==> src/oaht_pkg.sv <==
// package for the open addressing hash table
// types, codes and sizes shared by controller, datapath and top level
`timescale 1ns / 1ps

package oaht_pkg;

    localparam int TABLE_DEPTH = 16;
    localparam int IDX_BITS    = 4;
    localparam int KEY_BITS    = 31;
    localparam int SIZE_BITS   = 5;
    localparam int CNT_BITS    = 5;

    localparam logic [1:0] KIND_INSERT = 2'd0;
    localparam logic [1:0] KIND_SEARCH = 2'd1;
    localparam logic [1:0] KIND_DELETE = 2'd2;

    localparam logic [1:0] TAG_EMPTY   = 2'd0;
    localparam logic [1:0] TAG_FULL    = 2'd1;
    localparam logic [1:0] TAG_DELETED = 2'd2;

    localparam logic [1:0] ST_OK        = 2'd0;
    localparam logic [1:0] ST_NOT_FOUND = 2'd1;
    localparam logic [1:0] ST_FULL      = 2'd2;

    localparam logic [1:0] REG_TABLE_SIZE = 2'd0;
    localparam logic [1:0] REG_PROBE_MODE = 2'd1;

    typedef enum logic [2:0] {
        S_IDLE,
        S_HASH,
        S_PROBE,
        S_DONE
    } t_state;

    // controller to datapath
    typedef struct packed {
        logic load;      // latch item, start reduction
        logic hash_step; // one reduction step
        logic probe_init;
        logic probe_step;
        logic write_full;
        logic write_del;
    } t_cmd;

    // datapath to controller
    typedef struct packed {
        logic hash_done;
        logic tag_empty;
        logic tag_full;
        logic key_match;
        logic last_probe;
    } t_status;

endpackage

==> src/open_addressing_hash_table.sv <==
// top level of the open addressing hash table: apb registers, controller, datapath
// depends on oaht_pkg, oaht_ctrl, oaht_datapath
`timescale 1ns / 1ps
// usage
//   raise i_start with i_kind and i_key while o_busy is low; the transfer is taken then
//   o_done pulses for one cycle with o_status and o_slot; the receiver cannot stall
//   o_busy stays high from the transfer until the cycle after o_done
//   an item passes a reduction (one step per remainder bit of the 31-bit key,
//   then a finishing step that starts probing), then probing of up to
//   slot count slots, then a result state that shows o_done; a new transfer
//   is taken once o_busy is low again, so one item is in flight at a time
//   the probe loop reads one slot per cycle from the tag and key store
//   apb: register 0 slot count at 0x0, register 1 probe_mode at 0x4
//   write registers only while o_busy is low
//   reset: all slots empty, slot count 10, linear probing

module open_addressing_hash_table
    import oaht_pkg::*;
(
    input  logic                i_clk,
    input  logic                i_rst_n,
    input  logic                i_start,
    input  logic [1:0]          i_kind,
    input  logic [KEY_BITS-1:0] i_key,
    output logic                o_busy,
    output logic                o_done,
    output logic [1:0]          o_status,
    output logic [3:0]          o_slot,
    input  logic                psel,
    input  logic                penable,
    input  logic                pwrite,
    input  logic [2:0]          paddr,
    input  logic [31:0]         pwdata,
    output logic [31:0]         prdata,
    output logic                pready
);

    logic [SIZE_BITS-1:0] r_size;
    logic r_mode;
    t_cmd w_cmd;
    t_status w_stat;
    logic [IDX_BITS-1:0] w_idx;
    logic w_wr;

    assign pready = 1'b1;
    assign w_wr = psel && penable && pwrite;

    always_ff @(posedge i_clk) begin
        if (!i_rst_n) begin
            r_size <= SIZE_BITS'(10);
            r_mode <= 1'b0;
        end else if (w_wr) begin
            case ({1'b0, paddr[2]})
                REG_TABLE_SIZE: r_size <= pwdata[SIZE_BITS-1:0];
                REG_PROBE_MODE: r_mode <= pwdata[0];
                default: ;
            endcase
        end
    end

    always_comb begin
        case ({1'b0, paddr[2]})
            REG_TABLE_SIZE: prdata = 32'(r_size);
            REG_PROBE_MODE: prdata = 32'(r_mode);
            default: prdata = '0;
        endcase
    end

    oaht_ctrl u_ctrl (
        .i_clk(i_clk), .i_rst_n(i_rst_n), .i_start(i_start), .i_kind(i_kind),
        .i_stat(w_stat), .i_idx(w_idx), .o_cmd(w_cmd), .o_busy(o_busy),
        .o_done(o_done), .o_status(o_status), .o_slot(o_slot)
    );

    oaht_datapath u_dp (
        .i_clk(i_clk), .i_rst_n(i_rst_n), .i_cmd(w_cmd), .i_key(i_key),
        .i_size(r_size), .i_mode(r_mode), .o_stat(w_stat), .o_idx(w_idx)
    );

    a_done_busy: assert property (@(posedge i_clk) disable iff (!i_rst_n)
        o_done |-> o_busy) else $error("done without busy");
    a_slot_zero: assert property (@(posedge i_clk) disable iff (!i_rst_n)
        o_done && o_status != ST_OK |-> o_slot == '0) else $error("slot not zero");
    a_one_write: assert property (@(posedge i_clk) disable iff (!i_rst_n)
        !(w_cmd.write_full && w_cmd.write_del)) else $error("double write");
    a_done_pulse: assert property (@(posedge i_clk) disable iff (!i_rst_n)
        o_done |=> !o_done) else $error("done longer than one cycle");

endmodule

==> src/oaht_datapath.sv <==
// datapath: key modulo reduction, probe index generation, slot tag and key store
// depends on oaht_pkg
`timescale 1ns / 1ps

module oaht_datapath
    import oaht_pkg::*;
(
    input  logic                 i_clk,
    input  logic                 i_rst_n,
    input  t_cmd                 i_cmd,
    input  logic [KEY_BITS-1:0]  i_key,
    input  logic [SIZE_BITS-1:0] i_size,
    input  logic                 i_mode,
    output t_status              o_stat,
    output logic [IDX_BITS-1:0]  o_idx
);

    logic [KEY_BITS-1:0]  r_rem, n_rem;
    logic [KEY_BITS-1:0]  r_key;
    logic [KEY_BITS-1:0]  r_dvs;
    logic [5:0]           r_sh, n_sh;
    logic [SIZE_BITS-1:0] r_size;
    logic                 r_mode;
    logic [IDX_BITS-1:0]  r_idx, n_idx;
    logic [CNT_BITS-1:0]  r_i;
    logic [SIZE_BITS-1:0] r_odd;
    logic [1:0]           r_tag [TABLE_DEPTH];
    logic [KEY_BITS-1:0]  r_skey [TABLE_DEPTH];
    logic [SIZE_BITS-1:0] w_use;
    logic [KEY_BITS-1:0]  w_trial;
    logic [SIZE_BITS:0]   w_sum;
    logic [SIZE_BITS-1:0] w_step;
    logic [SIZE_BITS-1:0] w_odd;

    always_comb begin
        w_use = i_size;
        if (i_size == '0) w_use = SIZE_BITS'(1);
        if (i_size > SIZE_BITS'(TABLE_DEPTH)) w_use = SIZE_BITS'(TABLE_DEPTH);
    end

    // restoring reduction, one shift position a cycle, from bit 30 down to bit 0
    always_comb begin
        w_trial = KEY_BITS'({r_dvs} << r_sh);
        n_rem = r_rem;
        n_sh = r_sh;
        if (i_cmd.hash_step) begin
            if (r_rem >= w_trial && (w_trial >> r_sh) == r_dvs) n_rem = r_rem - w_trial;
            n_sh = r_sh - 6'd1;
        end
    end

    // next probe: linear +1, quadratic adds odd numbers 1,3,5..
    always_comb begin
        w_step = r_mode ? r_odd : SIZE_BITS'(1);
        w_sum = {1'b0, SIZE_BITS'(r_idx)} + {1'b0, w_step};
        if (w_sum >= {1'b0, r_size}) w_sum = w_sum - {1'b0, r_size};
        if (w_sum >= {1'b0, r_size}) w_sum = w_sum - {1'b0, r_size};
        n_idx = w_sum[IDX_BITS-1:0];
    end

    // odd step kept modulo size
    always_comb begin
        w_odd = r_odd + SIZE_BITS'(2);
        if (w_odd >= r_size) w_odd = w_odd - r_size;
        if (w_odd >= r_size) w_odd = w_odd - r_size;
    end

    always_ff @(posedge i_clk) begin
        if (!i_rst_n) begin
            r_sh <= 6'h3F;
        end else if (i_cmd.load) begin
            r_rem  <= i_key;
            r_key  <= i_key;
            r_dvs  <= KEY_BITS'(w_use);
            r_size <= w_use;
            r_mode <= i_mode;
            r_sh   <= 6'd30;
        end else begin
            r_rem <= n_rem;
            r_sh  <= n_sh;
        end
        if (i_cmd.probe_init) begin
            r_idx  <= r_rem[IDX_BITS-1:0];
            r_i    <= '0;
            r_odd  <= SIZE_BITS'(1);
        end else if (i_cmd.probe_step) begin
            r_idx <= n_idx;
            r_i   <= r_i + CNT_BITS'(1);
            r_odd <= w_odd;
        end
    end

    always_ff @(posedge i_clk) begin
        if (!i_rst_n) begin
            for (int k = 0; k < TABLE_DEPTH; k++) r_tag[k] <= TAG_EMPTY;
        end else if (i_cmd.write_full) begin
            r_tag[r_idx] <= TAG_FULL;
        end else if (i_cmd.write_del) begin
            r_tag[r_idx] <= TAG_DELETED;
        end
    end

    always_ff @(posedge i_clk) begin
        if (i_cmd.write_full) r_skey[r_idx] <= r_key;
    end

    // shift counter wraps past bit 0 when the reduction is finished
    assign o_stat.hash_done  = r_sh == 6'h3F;
    assign o_stat.tag_empty  = r_tag[r_idx] == TAG_EMPTY;
    assign o_stat.tag_full   = r_tag[r_idx] == TAG_FULL;
    assign o_stat.key_match  = r_skey[r_idx] == r_key;
    assign o_stat.last_probe = r_i == CNT_BITS'(r_size - SIZE_BITS'(1));
    assign o_idx = r_idx;

endmodule

==> src/oaht_ctrl.sv <==
// controller state machine sequencing reduction, probing and the result strobe
// depends on oaht_pkg
`timescale 1ns / 1ps

module oaht_ctrl
    import oaht_pkg::*;
(
    input  logic                i_clk,
    input  logic                i_rst_n,
    input  logic                i_start,
    input  logic [1:0]          i_kind,
    input  t_status             i_stat,
    input  logic [IDX_BITS-1:0] i_idx,
    output t_cmd                o_cmd,
    output logic                o_busy,
    output logic                o_done,
    output logic [1:0]          o_status,
    output logic [IDX_BITS-1:0] o_slot
);

    t_state r_state, n_state;
    logic [1:0] r_kind;
    logic [1:0] r_st, n_st;
    logic [IDX_BITS-1:0] r_slot, n_slot;
    logic w_hit, w_stop;

    always_comb begin
        w_hit = 1'b0;
        w_stop = 1'b0;
        n_st = ST_NOT_FOUND;
        n_slot = '0;
        case (r_kind)
            KIND_INSERT: begin
                w_hit = !i_stat.tag_full;
                n_st = w_hit ? ST_OK : ST_FULL;
                w_stop = w_hit || i_stat.last_probe;
            end
            KIND_SEARCH, KIND_DELETE: begin
                w_hit = i_stat.tag_full && i_stat.key_match;
                n_st = w_hit ? ST_OK : ST_NOT_FOUND;
                w_stop = w_hit || i_stat.tag_empty || i_stat.last_probe;
            end
            default: w_stop = 1'b1;
        endcase
        if (w_hit) n_slot = i_idx;
    end

    always_comb begin
        n_state = r_state;
        case (r_state)
            S_IDLE:  if (i_start) n_state = S_HASH;
            S_HASH:  if (i_stat.hash_done) n_state = S_PROBE;
            S_PROBE: if (w_stop) n_state = S_DONE;
            S_DONE:  n_state = S_IDLE;
            default: n_state = S_IDLE;
        endcase
    end

    always_comb begin
        o_cmd = '0;
        case (r_state)
            S_IDLE: o_cmd.load = i_start;
            S_HASH: begin
                o_cmd.hash_step = !i_stat.hash_done;
                o_cmd.probe_init = i_stat.hash_done;
            end
            S_PROBE: begin
                o_cmd.probe_step = !w_stop;
                o_cmd.write_full = w_hit && r_kind == KIND_INSERT;
                o_cmd.write_del  = w_hit && r_kind == KIND_DELETE;
            end
            default: o_cmd = '0;
        endcase
    end

    always_ff @(posedge i_clk) begin
        if (!i_rst_n) begin
            r_state <= S_IDLE;
        end else begin
            r_state <= n_state;
        end
        if (r_state == S_IDLE && i_start) r_kind <= i_kind;
        if (r_state == S_PROBE && w_stop) begin
            r_st <= n_st;
            r_slot <= n_slot;
        end
    end

    assign o_busy = r_state != S_IDLE;
    assign o_done = r_state == S_DONE;
    assign o_status = r_st;
    assign o_slot = r_slot;

endmodule
==> config.mk <==
export PLATFORM = sky130hd
export DESIGN_NAME = open_addressing_hash_table
export DESIGN_NICKNAME = d
export VERILOG_FILES = /design/src/oaht_pkg.sv /design/src/open_addressing_hash_table.sv /design/src/oaht_datapath.sv /design/src/oaht_ctrl.sv
export SDC_FILE = /design/constraint.sdc
export NUM_CORES = 1
export LEC_CHECK = 0
export CORE_MARGIN = 4
export CORE_UTILIZATION = 55
export CTS_CLUSTER_SIZE = 12
export DETAILED_ROUTE_END_ITERATION = 12
export DONT_BUFFER_PORTS = 1
export PLACE_DENSITY = 0.79
export SETUP_SLACK_MARGIN = 0.02
export SKIP_LAST_GASP = 1
export SLEW_MARGIN = 20
export SYNTH_ARGS = -nofsm -noshare
export SYNTH_HDL_FRONTEND = slang
export SYNTH_SLANG_ARGS = --single-unit
==> constraint.sdc <==
create_clock -name i_clk -period 13 [get_ports i_clk]
set_input_delay 1.95 -clock i_clk [delete_from_list [all_inputs] [get_ports i_clk]]
set_output_delay 1.95 -clock i_clk [all_outputs]
set_load 0.005 [all_outputs]
# Word-level counts from Yosys, hierarchy flattened
# Memory sizes are Yosys's and may differ from the RTL's. A register that Yosys moved wholly into a read port is not among the register bits.
# Cells that the tools add are included.
# word_totals
register_bits	105
mem_bits_rw	528
out_inout_bits	41
n_memories	2
# memory_table
memory	words	width	read_ports	rd_clocked_by_memory_dff	wr	line_no	source
u_dp.r_skey	16	31	1	1	1	oaht_datapath.sv:28	logic [KEY_BITS-1:0] r_skey [TABLE_DEPTH];
u_dp.r_tag	16	2	1	1	16	oaht_datapath.sv:27	logic [1:0] r_tag [TABLE_DEPTH];
# op_classes
addsub	10
n_lt_le_gt_ge	6
n_eq_ne	13
shifts	2
mux	41
bitwise_logic	3
n_reduce_logical	31
# op_table
operator	n
two-way mux 31 bit	3
one-hot mux 32 bit (2 select lines)	1
equality test 31 bit	1
equality test 31 x 5 -> 1 bit	1
>= comparator 31 bit	1
<< shifter 5 x 6 -> 31 bit	1
>> shifter 31 x 6 -> 31 bit	1
subtractor 31 bit	1
two-way mux 4 bit	6
two-way mux 5 bit	4
two-way mux 6 bit	3
>= comparator 6 x 5 -> 1 bit	2
two-way mux 1 bit	12
two-way mux 3 bit	4
>= comparator 5 bit	2
subtractor 5 bit	2
one-hot mux 3 bit (3 select lines)	1
logical AND 1 bit	8
two-way mux 2 bit	4
OR reduction 2 bit	4
adder 4 x 5 -> 6 bit	1
equality test 3 x 2 -> 1 bit (second input constant)	2
equality test 6 bit (second input constant)	1
AND reduction 2 bit	3
25 further kinds	37

# Longest topological paths before layout
# Gate-level depths: netlist of run 1.
# depth
word_depth	14
mapped_depth	25
mapped_depth_nobuf	24

# Modules after synthesis
# Synthesis of run 1 repeated with hierarchy kept, for this count alone.
# hier_totals
hier_cells	1740
area_unflattened_um2	28611.2
# by_module_without_submodules
mod	instances	cells_each	area_per_inst_um2
oaht_datapath	1	1624	27495.1
oaht_ctrl	1	54	589.3
open_addressing_hash_table	1	62	526.8

# Worst setup path after synthesis of run 1
# No wires, ideal clock.
# synth_timing
path_kind	flip-flop to flip-flop
from	register u_dp.r_sh[1]
to	register u_dp.r_rem[0] (enable)
arrival_ns	5.447
path_slack_ns	7.085
stages_incl_launch_ff	15
n_path_buf	1
synth_period_minus_slack_ns	5.915
path_cell_list	dfxtp_1 -> clkbuf_1 -> inv_1 -> o31ai_1 -> a32oi_1 -> or2_2 -> ha_1 -> nand3_1 -> or3_1 -> nor4_1 -> a21o_1 -> a21oi_1 -> o21ai_0 -> a2111oi_0 -> o32ai_1
# synth_between
elab_chain_cells	6
word_cells_on_any_way	11
# synth_rtl
item	line_no	source
start: declaration	oaht_datapath.sv:21	logic [5:0] r_sh, n_sh;
start signal: assignment	oaht_datapath.sv:80	r_sh <= n_sh;
<< shifter 5 x 6 -> 31 bit	oaht_datapath.sv:43	w_trial = KEY_BITS'({r_dvs} << r_sh);
>> shifter 31 x 6 -> 31 bit	oaht_datapath.sv:47	if (r_rem >= w_trial && (w_trial >> r_sh) == r_dvs) n_rem = r_rem - w_trial;
equality test 31 x 5 -> 1 bit	oaht_datapath.sv:47	
logical AND 1 bit	oaht_datapath.sv:47	
nonzero test 2 bit (no source line)	--	
AND reduction 3 bit (no source line) (*)	--	
end signal: assignment	oaht_datapath.sv:72	r_rem <= i_key;
end signal: assignment	oaht_datapath.sv:79	r_rem <= n_rem;
end: declaration	oaht_datapath.sv:18	logic [KEY_BITS-1:0] r_rem, n_rem;
# Mark *: on every way between the ends. The rest lies on a longest branch, timed or not.
# A chain may end at the register's enable or synchronous reset.

==> summary.txt, run 1 <==
Layout cells sized above 1: 13.7%
Least-Margin Pin Slew: 1.11 ns
Resized cells post-CTS: 0
Part of the Yosys area used for sequential elements: 63.5%
Startpoint type of the worst setup path: flip-flop
Post-synth top flop: edfxtp_1
CP arrival: 7.49 ns
Min-Delay Path Class: reg -> reg
Final period util: 55.6%
Clock Latency Late Sink: 0.62 ns
Min setup slack post-route: 5.77 ns
DIE HEIGHT: 240 um
Commonest cells after routing, fill and taps aside: 608 x edfxtp_1, 116 x nand2_1, 113 x mux2i_1
First-pass GRT wire length: 110,000 um
Most used cell, CP: buf_4
Number of global-route vias before repair: 18,100
Critical Path Sink: u_dp.r_skey[3][22]
# DRC: 0
CP Max Fanout: 48
CTS Hold Bufs: 0
Worst VDD drop: 0.150 mV
Rel. slew slack: 26.1%
WP depth: 13
Root Buffer: clkbuf_16
GRT Util Overall: 25.4%
Leak Pwr: 11.0 nW
Htree depth: 3
Vias after detailed routing: 18,200
Placed cell area: 0.0303 mm^2
Pre-CTS WS: 5.73 ns
Final Slew Violations: 0
P&R area growth vs syn: 9.03%
Die footprint: 0.0577 mm^2
Finished Cell Area: 0.0323 mm^2
Starting density of the core: 56.0%
CTS buffer count: 67
Crit path time final: 7.23 ns
Routed WL: 73,200 um
FF-to-FF setup slack: 5.77 ns
Status: finished clean
Synth Instances: 2,018
Final setup vio count: 0
Most common cell after layout, fill and taps aside: edfxtp_1
#FFs+latches synth: 636
Setup TNS: 0 ns
Post-synth EDFFs: 608
Max Clk Rate: 138 MHz
DP HPWL: 44,000 um
Final Skew: 0.0299 ns
Initial DRC Count: 2,380
Max incr delay on CP: 0.94 ns
Via density: 6.59
R2R Path End: u_dp.r_skey[3][22]
Largest net degree at the start of global routing: 79
CTS Buffer Depth: 3
Initial antenna violation count: 4
Setup Crit Path Kind: reg -> reg
CTS tree: yes
Rows: 84
Family with the most delay on the worst path: simple AND/OR/NAND/NOR gates
Syn Area/Cell: 14.7 um^2
Worst reg-to-reg path cell count: 13
Routed wire per std cell: 26.6 um
ANT nets after route: 0
Clock-pin slew on the worst setup and hold paths: 0.06 ns
Die Wd: 240 um
Synth Warn #: 0
Worst path cell trace: buf_4 > buf_4 > mux4_2 > mux2i_1 > mux2i_1 > xor2_1 > or4b_1 > or4b_1 > nor4_4 > o211ai_4 > buf_4 > nor2_4 > buf_4
Async S/R FF share, synth: 0%
Routability Congestion: 0.957
Postcts setup bufs: 0
Core Area: 0.0530 mm^2
Crit end category: flip-flop
WP data required: 13.26 ns
RSZ-0062 raised after global routing: no
Router iterations before antenna repair: 6
Buf+Inv Stages, Crit Path: 4
Maxcap violations: 0
Gr ovfl total: 0
Final hold violation count: 0
Clock sink total: 636
Yosys cell types: 84
Pwr Density: 212 mW/mm^2
Nets@finish: 2,175
CP max-delay cell: dfxtp_4
IO Count: 115
IO Port Bufs: 0
Cell area after synthesis: 0.0297 mm^2
-- through the flow --
stage	total power, mW	hold WS, ns	std cells	util, %
4_1_cts	6.86	0.487	2749	61.0
3_3_place_gp	4.98	0.454	2644	57.3
2_1_floorplan	4.48	0.424	2044	-
5_1_grt	7.21	0.501	2751	61.0
6_report	6.87	0.483	2755	61.0
3_5_place_dp	5.06	0.475	2644	57.3
-- worst register-to-register path: cells and delay by family, from the launching register on --
family / cells / cell delay, ns
AOI/OAI and AO/OA: 1 / 0.10
buffers and inverters: 4 / 2.23
DFF: 1 / 0.94
xor gates and xnor gates: 1 / 0.22
and+or+nand+nor: 4 / 2.48
muxes: 3 / 0.90
-- per-layer routing --
metal | vias to the layer above | global-route usage [%] | routed length [um]
li1 | 7855 | - | -
met1 | 9008 | 33.8 | 27600
met2 | 1079 | 41.3 | 35600
met3 | 206 | 6.11 | 7410
met4 | 4 | 9.23 | 2590
met5 | - | 0 | 25
-- worst min path at each step --
stage                       from     endpoint  cells after the start
after detailed placement  r_mode  u_dp.r_mode                      0
after global routing      r_mode  u_dp.r_mode                      0
final                     r_mode  u_dp.r_mode                      0
after global placement    r_mode  u_dp.r_mode                      0
after CTS                 r_mode  u_dp.r_mode                      0
after floorplan           r_mode  u_dp.r_mode                      0
-- final cells by class --
class	count	area, um^2
fillers	3826	20600
clock buffers	84	1780
repair buffers	33	248
diodes	6	15.0
flip-flops and latches	636	18800
multi-input cells	1229	10200
inverters	58	218
clock inverters	21	203
well taps	688	861
-- cell usage after synthesis (9+ instances only) --
library cell	number	area [um^2]
nand3_1	40	200
inv_1	55	206
o21a_1	9	67.6
ha_1	70	876
a221oi_1	12	105
and2_1	13	81.3
clkbuf_1	49	184
nor2_1	119	447
buf_2	15	75.1
a21oi_1	75	375
a21o_1	30	225
a22o_1	10	87.6
xnor2_1	44	385
or3_1	10	62.6
a22oi_1	18	135
nand2_1	116	435
nand2b_1	25	156
o211ai_1	13	97.6
nor2b_1	29	181
nand4_1	14	87.6
o22ai_1	16	100
a211oi_1	13	97.6
mux2_2	36	405
buf_4	43	323
mux2i_1	113	1130
mux4_2	94	2120
o31ai_1	11	82.6
o21ai_0	65	325
dfxtp_1	28	561
nor3_1	43	215
edfxtp_1	608	18300
and3_1	11	68.8
xor2_1	25	219
-- cell families after synthesis --
logic type      Yosys count  share of synthesized area [%]
flops                   636                           63.5
simple gates            470                           7.90
compound gates          343                           7.81
mux                     243                           12.3
buf+inv                 179                           3.09
fa+ha+maj                76                           3.36
xor+xnor                 69                           2.04
other cells               2                         0.0253
-- flip-flops by register name, summed over array words and instances, names as in the netlist, named ones only --
signal and count:
u_dp.r_mode 1, u_dp.r_tag 32, u_dp.r_rem 31, r_mode 1, u_dp.o_idx 4, u_dp.r_sh 6
u_ctrl.r_kind 2, u_ctrl.o_slot 4, u_dp.r_odd 5, u_ctrl.r_state 2, u_dp.r_skey 496, u_dp.r_key 31
u_ctrl.o_status 2, u_dp.r_size 5, u_dp.r_i 5, r_size 5
-- report_power, final --
part           switching [mW]  internal [mW]
combinational            1.36           1.08
clock                   0.766           1.03
sequential              0.233           2.40
total                    2.36           4.51
Power figures use the tool's default switching activity.
==> inputs of run 2 (changes only) <==
==> constraint.sdc (replaced) <==
create_clock -name i_clk -period 6.7 [get_ports i_clk]
set_input_delay 1.005 -clock i_clk [delete_from_list [all_inputs] [get_ports i_clk]]
set_output_delay 1.005 -clock i_clk [all_outputs]
set_load 0.005 [all_outputs]
==> run 2 against run 1 <==
Cell count about the same. Power increased by 92%. Core utilization increased by 0.21 points. Critical path depth increased by 10. Register-to-register slack got worse by 4.7 ns.
==> summary.txt, run 2 (same netlist as run 1, synthesis figures left out) <==
Final Skew: 0.0175 ns (-0.0125 ns)
Initial antenna violation count: 3 (-1)
Gr ovfl total: 0 (unchanged)
Biggest register: u_dp.r_skey
Postcts setup bufs: 0 (unchanged)
CP max-delay cell: edfxtp_1
Die footprint: 0.0577 mm^2 (unchanged)
Routed WL: 73,000 um (-0.26%)
CTS Hold Bufs: 0 (unchanged)
Maxcap violations: 0 (unchanged)
Most common cell after layout, fill and taps aside: edfxtp_1
Max Clk Rate: 177 MHz (+28%)
IO Count: 115 (unchanged)
Core Area: 0.0530 mm^2 (unchanged)
GRT Util Overall: 25.3% (-0.086 points)
Max incr delay on CP: 0.57 ns (-0.37 ns)
Crit path time final: 5.66 ns (-1.57 ns)
Root Buffer: clkbuf_16
Via density: 6.63 (+0.59%)
Min-Delay Path Class: reg -> reg
Number of global-route vias before repair: 18,100 (+0.16%)
DP HPWL: 43,500 um (-1.1%)
Setup TNS: 0 ns (unchanged)
Min setup slack post-route: 1.04 ns (-4.73 ns)
Nets@finish: 2,182 (+0.32%)
Startpoint type of the worst setup path: flip-flop
Resized cells post-CTS: 0 (unchanged)
Clock-pin slew on the worst setup and hold paths: 0.06 ns (about the same)
Seq pwr share: 39.1% (+0.7 points)
Final period util: 84.5% (+29 points)
Rows: 84 (unchanged)
Starting density of the core: 56.0% (unchanged)
Rel. slew slack: 27.5% (+1.4 points)
CTS buffer count: 67 (unchanged)
Least-Margin Pin Slew: 1.09 ns (-0.0224 ns)
ANT nets after route: 0 (unchanged)
Family with the most delay on the worst path: compound AO/OA/AOI/OAI gates
CP Max Fanout: 10 (-79%)
FILL cells: 3,808 (-0.47%)
Routed wire per std cell: 26.5 um (-0.30%)
Logic pwr share: 35.6% (about the same)
Pwr Density: 407 mW/mm^2 (+92%)
Routability Congestion: 0.987 (+3.1%)
Clock share of power: 25.3% (-0.8 points)
Top Registers: u_dp.r_skey x496, u_dp.r_tag x32
Crit end category: flip-flop
Buf+Inv Stages, Crit Path: 2 (-2)
Htree depth: 3 (unchanged)
Commonest cells after routing, fill and taps aside: 608 x edfxtp_1, 116 x nand2_1, 113 x mux2i_1
IO Port Bufs: 0 (unchanged)
Router iterations before antenna repair: 6 (unchanged)
First-pass GRT wire length: 110,000 um (-0.39%)
Clock Latency Late Sink: 0.60 ns (-0.02 ns)
CTS tree: yes
Switching share of power: 34.3% (about the same)
RSZ-0062 raised after global routing: no
# DRC: 0 (unchanged)
CTS Buffer Depth: 3 (unchanged)
Clock sink total: 636 (unchanged)
Setup Crit Path Kind: reg -> reg
Status: finished clean
Pre-CTS WS: 0.990 ns (-4.75 ns)
Final hold violation count: 0 (unchanged)
Initial DRC Count: 2,100 (-12%)
Max reg flops: 496 (unchanged)
Leak Pwr: 11.1 nW (+0.24%)
DIE HEIGHT: 240 um (unchanged)
Worst VDD drop: 0.298 mV (+99%)
Layout cells sized above 1: 13.8% (+0.15 points)
Final setup vio count: 0 (unchanged)
CP arrival: 6.19 ns (-1.30 ns)
Vias after detailed routing: 18,300 (+0.62%)
P&R area growth vs syn: 9.40%
Final Slew Violations: 0 (unchanged)
Power Internal: 8.68 mW (+92%)
Largest net degree at the start of global routing: 61 (-23%)
Switching pwr: 4.53 mW (+92%)
WP data required: 7.23 ns (-6.03 ns)
Die Wd: 240 um (unchanged)
Worst path cell trace: ha_1 > fa_1 > xor2_1 > ha_1 > nor2b_1 > o21ai_0 > nand2b_1 > a41o_1 > a21oi_1 > nor2b_1 > mux2_2 > inv_1 > ha_1 > nand2_1 > nand2_1 > a21o_1 > a21oi_1 > nor2b_1 > a2111oi_0 > buf_4 > mux2_2 > a21oi_1 > mux2_2
## run 2: metrics by stage
| stage | std cells | area (um^2) | hold slack [ns] | utilization, % | power (mW) |
|---|---|---|---|---|---|
| finish | 2756 | 32400 | 0.466 | 61.2 | 13.2 |
| global placement | 2650 | 30500 | 0.445 | 57.6 | 9.69 |
| floorplan | 2044 | 29800 | 0.424 | - | 8.70 |
| detailed placement | 2650 | 30500 | 0.447 | 57.6 | 9.84 |
| global route | 2750 | 32400 | 0.456 | 61.2 | 13.9 |
| CTS | 2747 | 32400 | 0.454 | 61.2 | 13.2 |
## run 2: layout make-up
type                    count  area, um^2  share of cell area (%)
clock buffers              75        1760                    5.42
multi-input cells        1229       10200                    31.4
well taps                 688         861                    2.65
repair buffers             40         445                    1.37
diodes                      8        20.0                  0.0617
inverters                  58         218                   0.671
clock inverters            22         133                   0.409
flip-flops and latches    636       18800                    58.1
## run 2: per-layer routing
layer,up-vias,wire (um),GRT usage (%)
li1,7871,-,-
met1,9136,27200,33.5
met2,1056,35700,42.0
met3,202,7170,5.45
met4,0,2840,8.94
met5,-,0,0
## run 2: final timing paths
kind              cells after the start           to  slack (ns)          start
setup / recovery                     23    flip-flop        1.04  u_dp.o_idx[0]
hold / removal                        0  u_dp.r_mode        0.47         r_mode
setup reg to reg                     23    flip-flop        1.04  u_dp.o_idx[0]
hold reg to reg                       0  u_dp.r_mode        0.47         r_mode
## run 2: power groups by stage
stage / clock [mW] / sequential, mW / combinational (mW)
finish: 3.34 / 5.17 / 4.70
global route: 3.55 / 5.22 / 5.10
CTS: 3.37 / 5.16 / 4.66
detailed placement: 0 / 5.24 / 4.60
global placement: 0 / 5.22 / 4.47
floorplan: 0 / 4.85 / 3.85
==> inputs of run 3 (changes only) <==
--- a/config.mk
+++ b/config.mk
@@ -10,7 +10,7 @@
 export CTS_CLUSTER_SIZE = 12
 export DETAILED_ROUTE_END_ITERATION = 12
 export DONT_BUFFER_PORTS = 1
-export PLACE_DENSITY = 0.79
+export PLACE_DENSITY = 0.82
 export SETUP_SLACK_MARGIN = 0.02
 export SKIP_LAST_GASP = 1
 export SLEW_MARGIN = 20
==> constraint.sdc (replaced) <==
create_clock -name i_clk -period 4.9 [get_ports i_clk]
set_input_delay 0.735 -clock i_clk [delete_from_list [all_inputs] [get_ports i_clk]]
set_output_delay 0.735 -clock i_clk [all_outputs]
set_load 0.005 [all_outputs]
==> run 3 against run 2 <==
Highest routed layer is now met5. Via count is 2.1% higher. Clock skew grew 0.011 ns. Routed wire length rose by 2.4%. Sequential share of layout area down 1.7 points. Critical path depth fell by 1. Cell area up 3.1%. Fmax up 19%. Register-to-register slack got worse by 0.89 ns. Flip-flop and latch count is the same. Non-clock buffer count up 72. Cell count up 2.7%. Core utilization increased by 1.9 points.
==> summary.txt, run 3 (same netlist as run 1, synthesis figures left out) <==
Top Registers: u_dp.r_skey x496, u_dp.r_tag x32
Routed wire per std cell: 26.4 um (-0.32%)
Vias after detailed routing: 18,700 (+2.1%)
Critical path launch point: u_dp.r_mode
Hold Slack: 0.228 ns (-0.239 ns)
FF-to-FF setup slack: 0.14 ns (-0.89 ns)
Buf+Inv Stages, Crit Path: 2 (unchanged)
Min-Delay Path Class: in -> reg
Max reg flops: 496 (unchanged)
CTS tree: yes
Rows: 84 (unchanged)
Leak Pwr: 11.6 nW (+4.6%)
Routed WL: 74,700 um (+2.4%)
Hold endpoint: r_size[1]
Commonest cells after routing, fill and taps aside: 608 x edfxtp_1, 114 x nand2_1, 111 x mux2i_1
First-pass GRT wire length: 112,000 um (+2.0%)
Hold depth: 1 (+1)
Startpoint type of the worst setup path: flip-flop
Max incr delay on CP: 0.38 ns (-0.19 ns)
Max Clk Rate: 210 MHz (+19%)
R2R Path Start: u_dp.r_mode
# DRC: 0 (unchanged)
CP max-delay cell: edfxtp_1
Layout cells sized above 1: 18.2% (+4.4 points)
Final period util: 97.1% (+13 points)
Family with the most delay on the worst path: compound AO/OA/AOI/OAI gates
Setup Crit Path Kind: reg -> reg
GRT Util Overall: 25.7% (+0.41 points)
Nets@finish: 2,255 (+3.3%)
CTS Buffer Depth: 3 (unchanged)
Final core occ: 63.1% (+1.9 points)
Maxcap violations: 0 (unchanged)
Final Slew Violations: 0 (unchanged)
CP arrival: 5.21 ns (-0.98 ns)
CTS buffer count: 68 (+1.5%)
Most used cell, CP: a21oi_2
RSZ-0062 raised after global routing: yes
Gr ovfl total: 0 (unchanged)
Final hold violation count: 0 (unchanged)
IO Port Bufs: 0 (unchanged)
IO Count: 115 (unchanged)
Final Skew: 0.0280 ns (+0.0105 ns)
Number of global-route vias before repair: 18,600 (+2.9%)
Die Wd: 240 um (unchanged)
Worst reg-to-reg path cell count: 22 (-4.3%)
Starting density of the core: 56.0% (unchanged)
Initial antenna violation count: 4 (+1)
Root Buffer: clkbuf_16
Via density: 6.59 (-0.55%)
Clock-pin slew on the worst setup and hold paths: 0.06 ns (about the same)
Crit path time final: 4.76 ns (-0.907 ns)
Router iterations before antenna repair: 8 (+2)
Clock sink total: 636 (unchanged)
Biggest register: u_dp.r_skey
Status: finished clean
Worst path cell trace: nand2_1 > ha_2 > fa_2 > xor2_2 > ha_1 > nor2b_1 > o21ai_1 > nand2b_1 > a41o_1 > a21oi_2 > nor2b_4 > buf_6 > mux2_4 > ha_4 > a21o_1 > a21oi_2 > nor2b_2 > a2111oi_4 > buf_4 > mux2i_2 > a21oi_2 > mux2_4
CP Max Fanout: 4 (-6)
DIE HEIGHT: 240 um (unchanged)
Finished Cell Area: 0.0334 mm^2 (+3.1%)
Placed cell area: 0.0311 mm^2 (+2.0%)
Pwr Density: 584 mW/mm^2 (+43%)
Most common cell after layout, fill and taps aside: edfxtp_1
Final setup vio count: 0 (unchanged)
Worst VDD drop: 0.509 mV (+71%)
Least-Margin Pin Slew: 1.10 ns (+0.0140 ns)
Htree depth: 3 (unchanged)
WP data required: 5.35 ns (-1.88 ns)
Clock Latency Late Sink: 0.59 ns (about the same)
PnR Total Power: 19.5 mW (+48%)
Crit end category: flip-flop
Hold Crit Start: i_rst_n
Rel. slew slack: 26.5% (-1.0 points)
ANT nets after route: 0 (unchanged)
Initial DRC Count: 2,409 (+15%)
Largest net degree at the start of global routing: 42 (-31%)
DP HPWL: 46,700 um (+7.4%)
P&R area growth vs syn: 12.8%
Core Area: 0.0530 mm^2 (unchanged)
Die footprint: 0.0577 mm^2 (unchanged)
Routability Congestion: 0.927 (-6.1%)
-- run 3: cell types whose count changed in the layout (fill, tap and decap cells not counted), moves of 5 or more --
cell,change
mux2_4,+6
clkinv_1,-6
buf_4,+58
a21oi_1,-7
clkbuf_1,+7
buf_12,+14
ha_1,-5
a21oi_2,+6
mux2_2,-6
-- run 3: how the worst max path moves through the flow --
stage | to | slack, ns | depth (start not counted)
3_3_place_gp | flip-flop | -0.14 | 23
5_1_grt | flip-flop | -0.06 | 24
6_report | flip-flop | 0.14 | 22
3_5_place_dp | flip-flop | -0.27 | 22
2_1_floorplan | u_dp.r_skey[11][0] | -0.19 | 12
4_1_cts | flip-flop | 0.03 | 23
-- run 3: through the flow --
stage               setup TNS (ns)  std cells  setup WS [ns]
global route                -0.169       2826        -0.0619
detailed placement           -1.71       2707         -0.272
floorplan                   -92.07       2044         -0.187
global placement            -0.759       2707         -0.140
finish                           0       2830          0.143
CTS                              0       2814         0.0311
-- run 3: final cells by class --
type | count | area, um^2
sequential | 636 | 18800
tap | 688 | 861
antenna | 4 | 10.0
fill | 3567 | 19500
clock buffer | 84 | 1850
inverter | 58 | 218
clock inverter | 19 | 170
timing repair buffer | 112 | 1140
multi-input combinational | 1229 | 10400
-- run 3: report_power, final --
part / internal (mW) / switching (mW) / total [mW]
Combinational: 3.67 / 4.27 / 7.94
Clock: 2.80 / 1.98 / 4.79
Sequential: 6.37 / 0.443 / 6.81
-- run 3: timing repair --
action                                  4_1_cts  5_1_grt
gates resized for setup                       9       33
endpoints found under the setup margin        8      580
setup buffers                                 4       12
pin swaps                                     3       18
hold buffers                                  0        0
-- run 3: metal layers --
metal	vias to the layer above	track usage, %	wire length (um)
li1	8002	-	-
met1	9214	33.4	26700
met5	-	0	48
met4	8	10.6	3270
met3	238	5.87	8270
met2	1190	42.4	36400
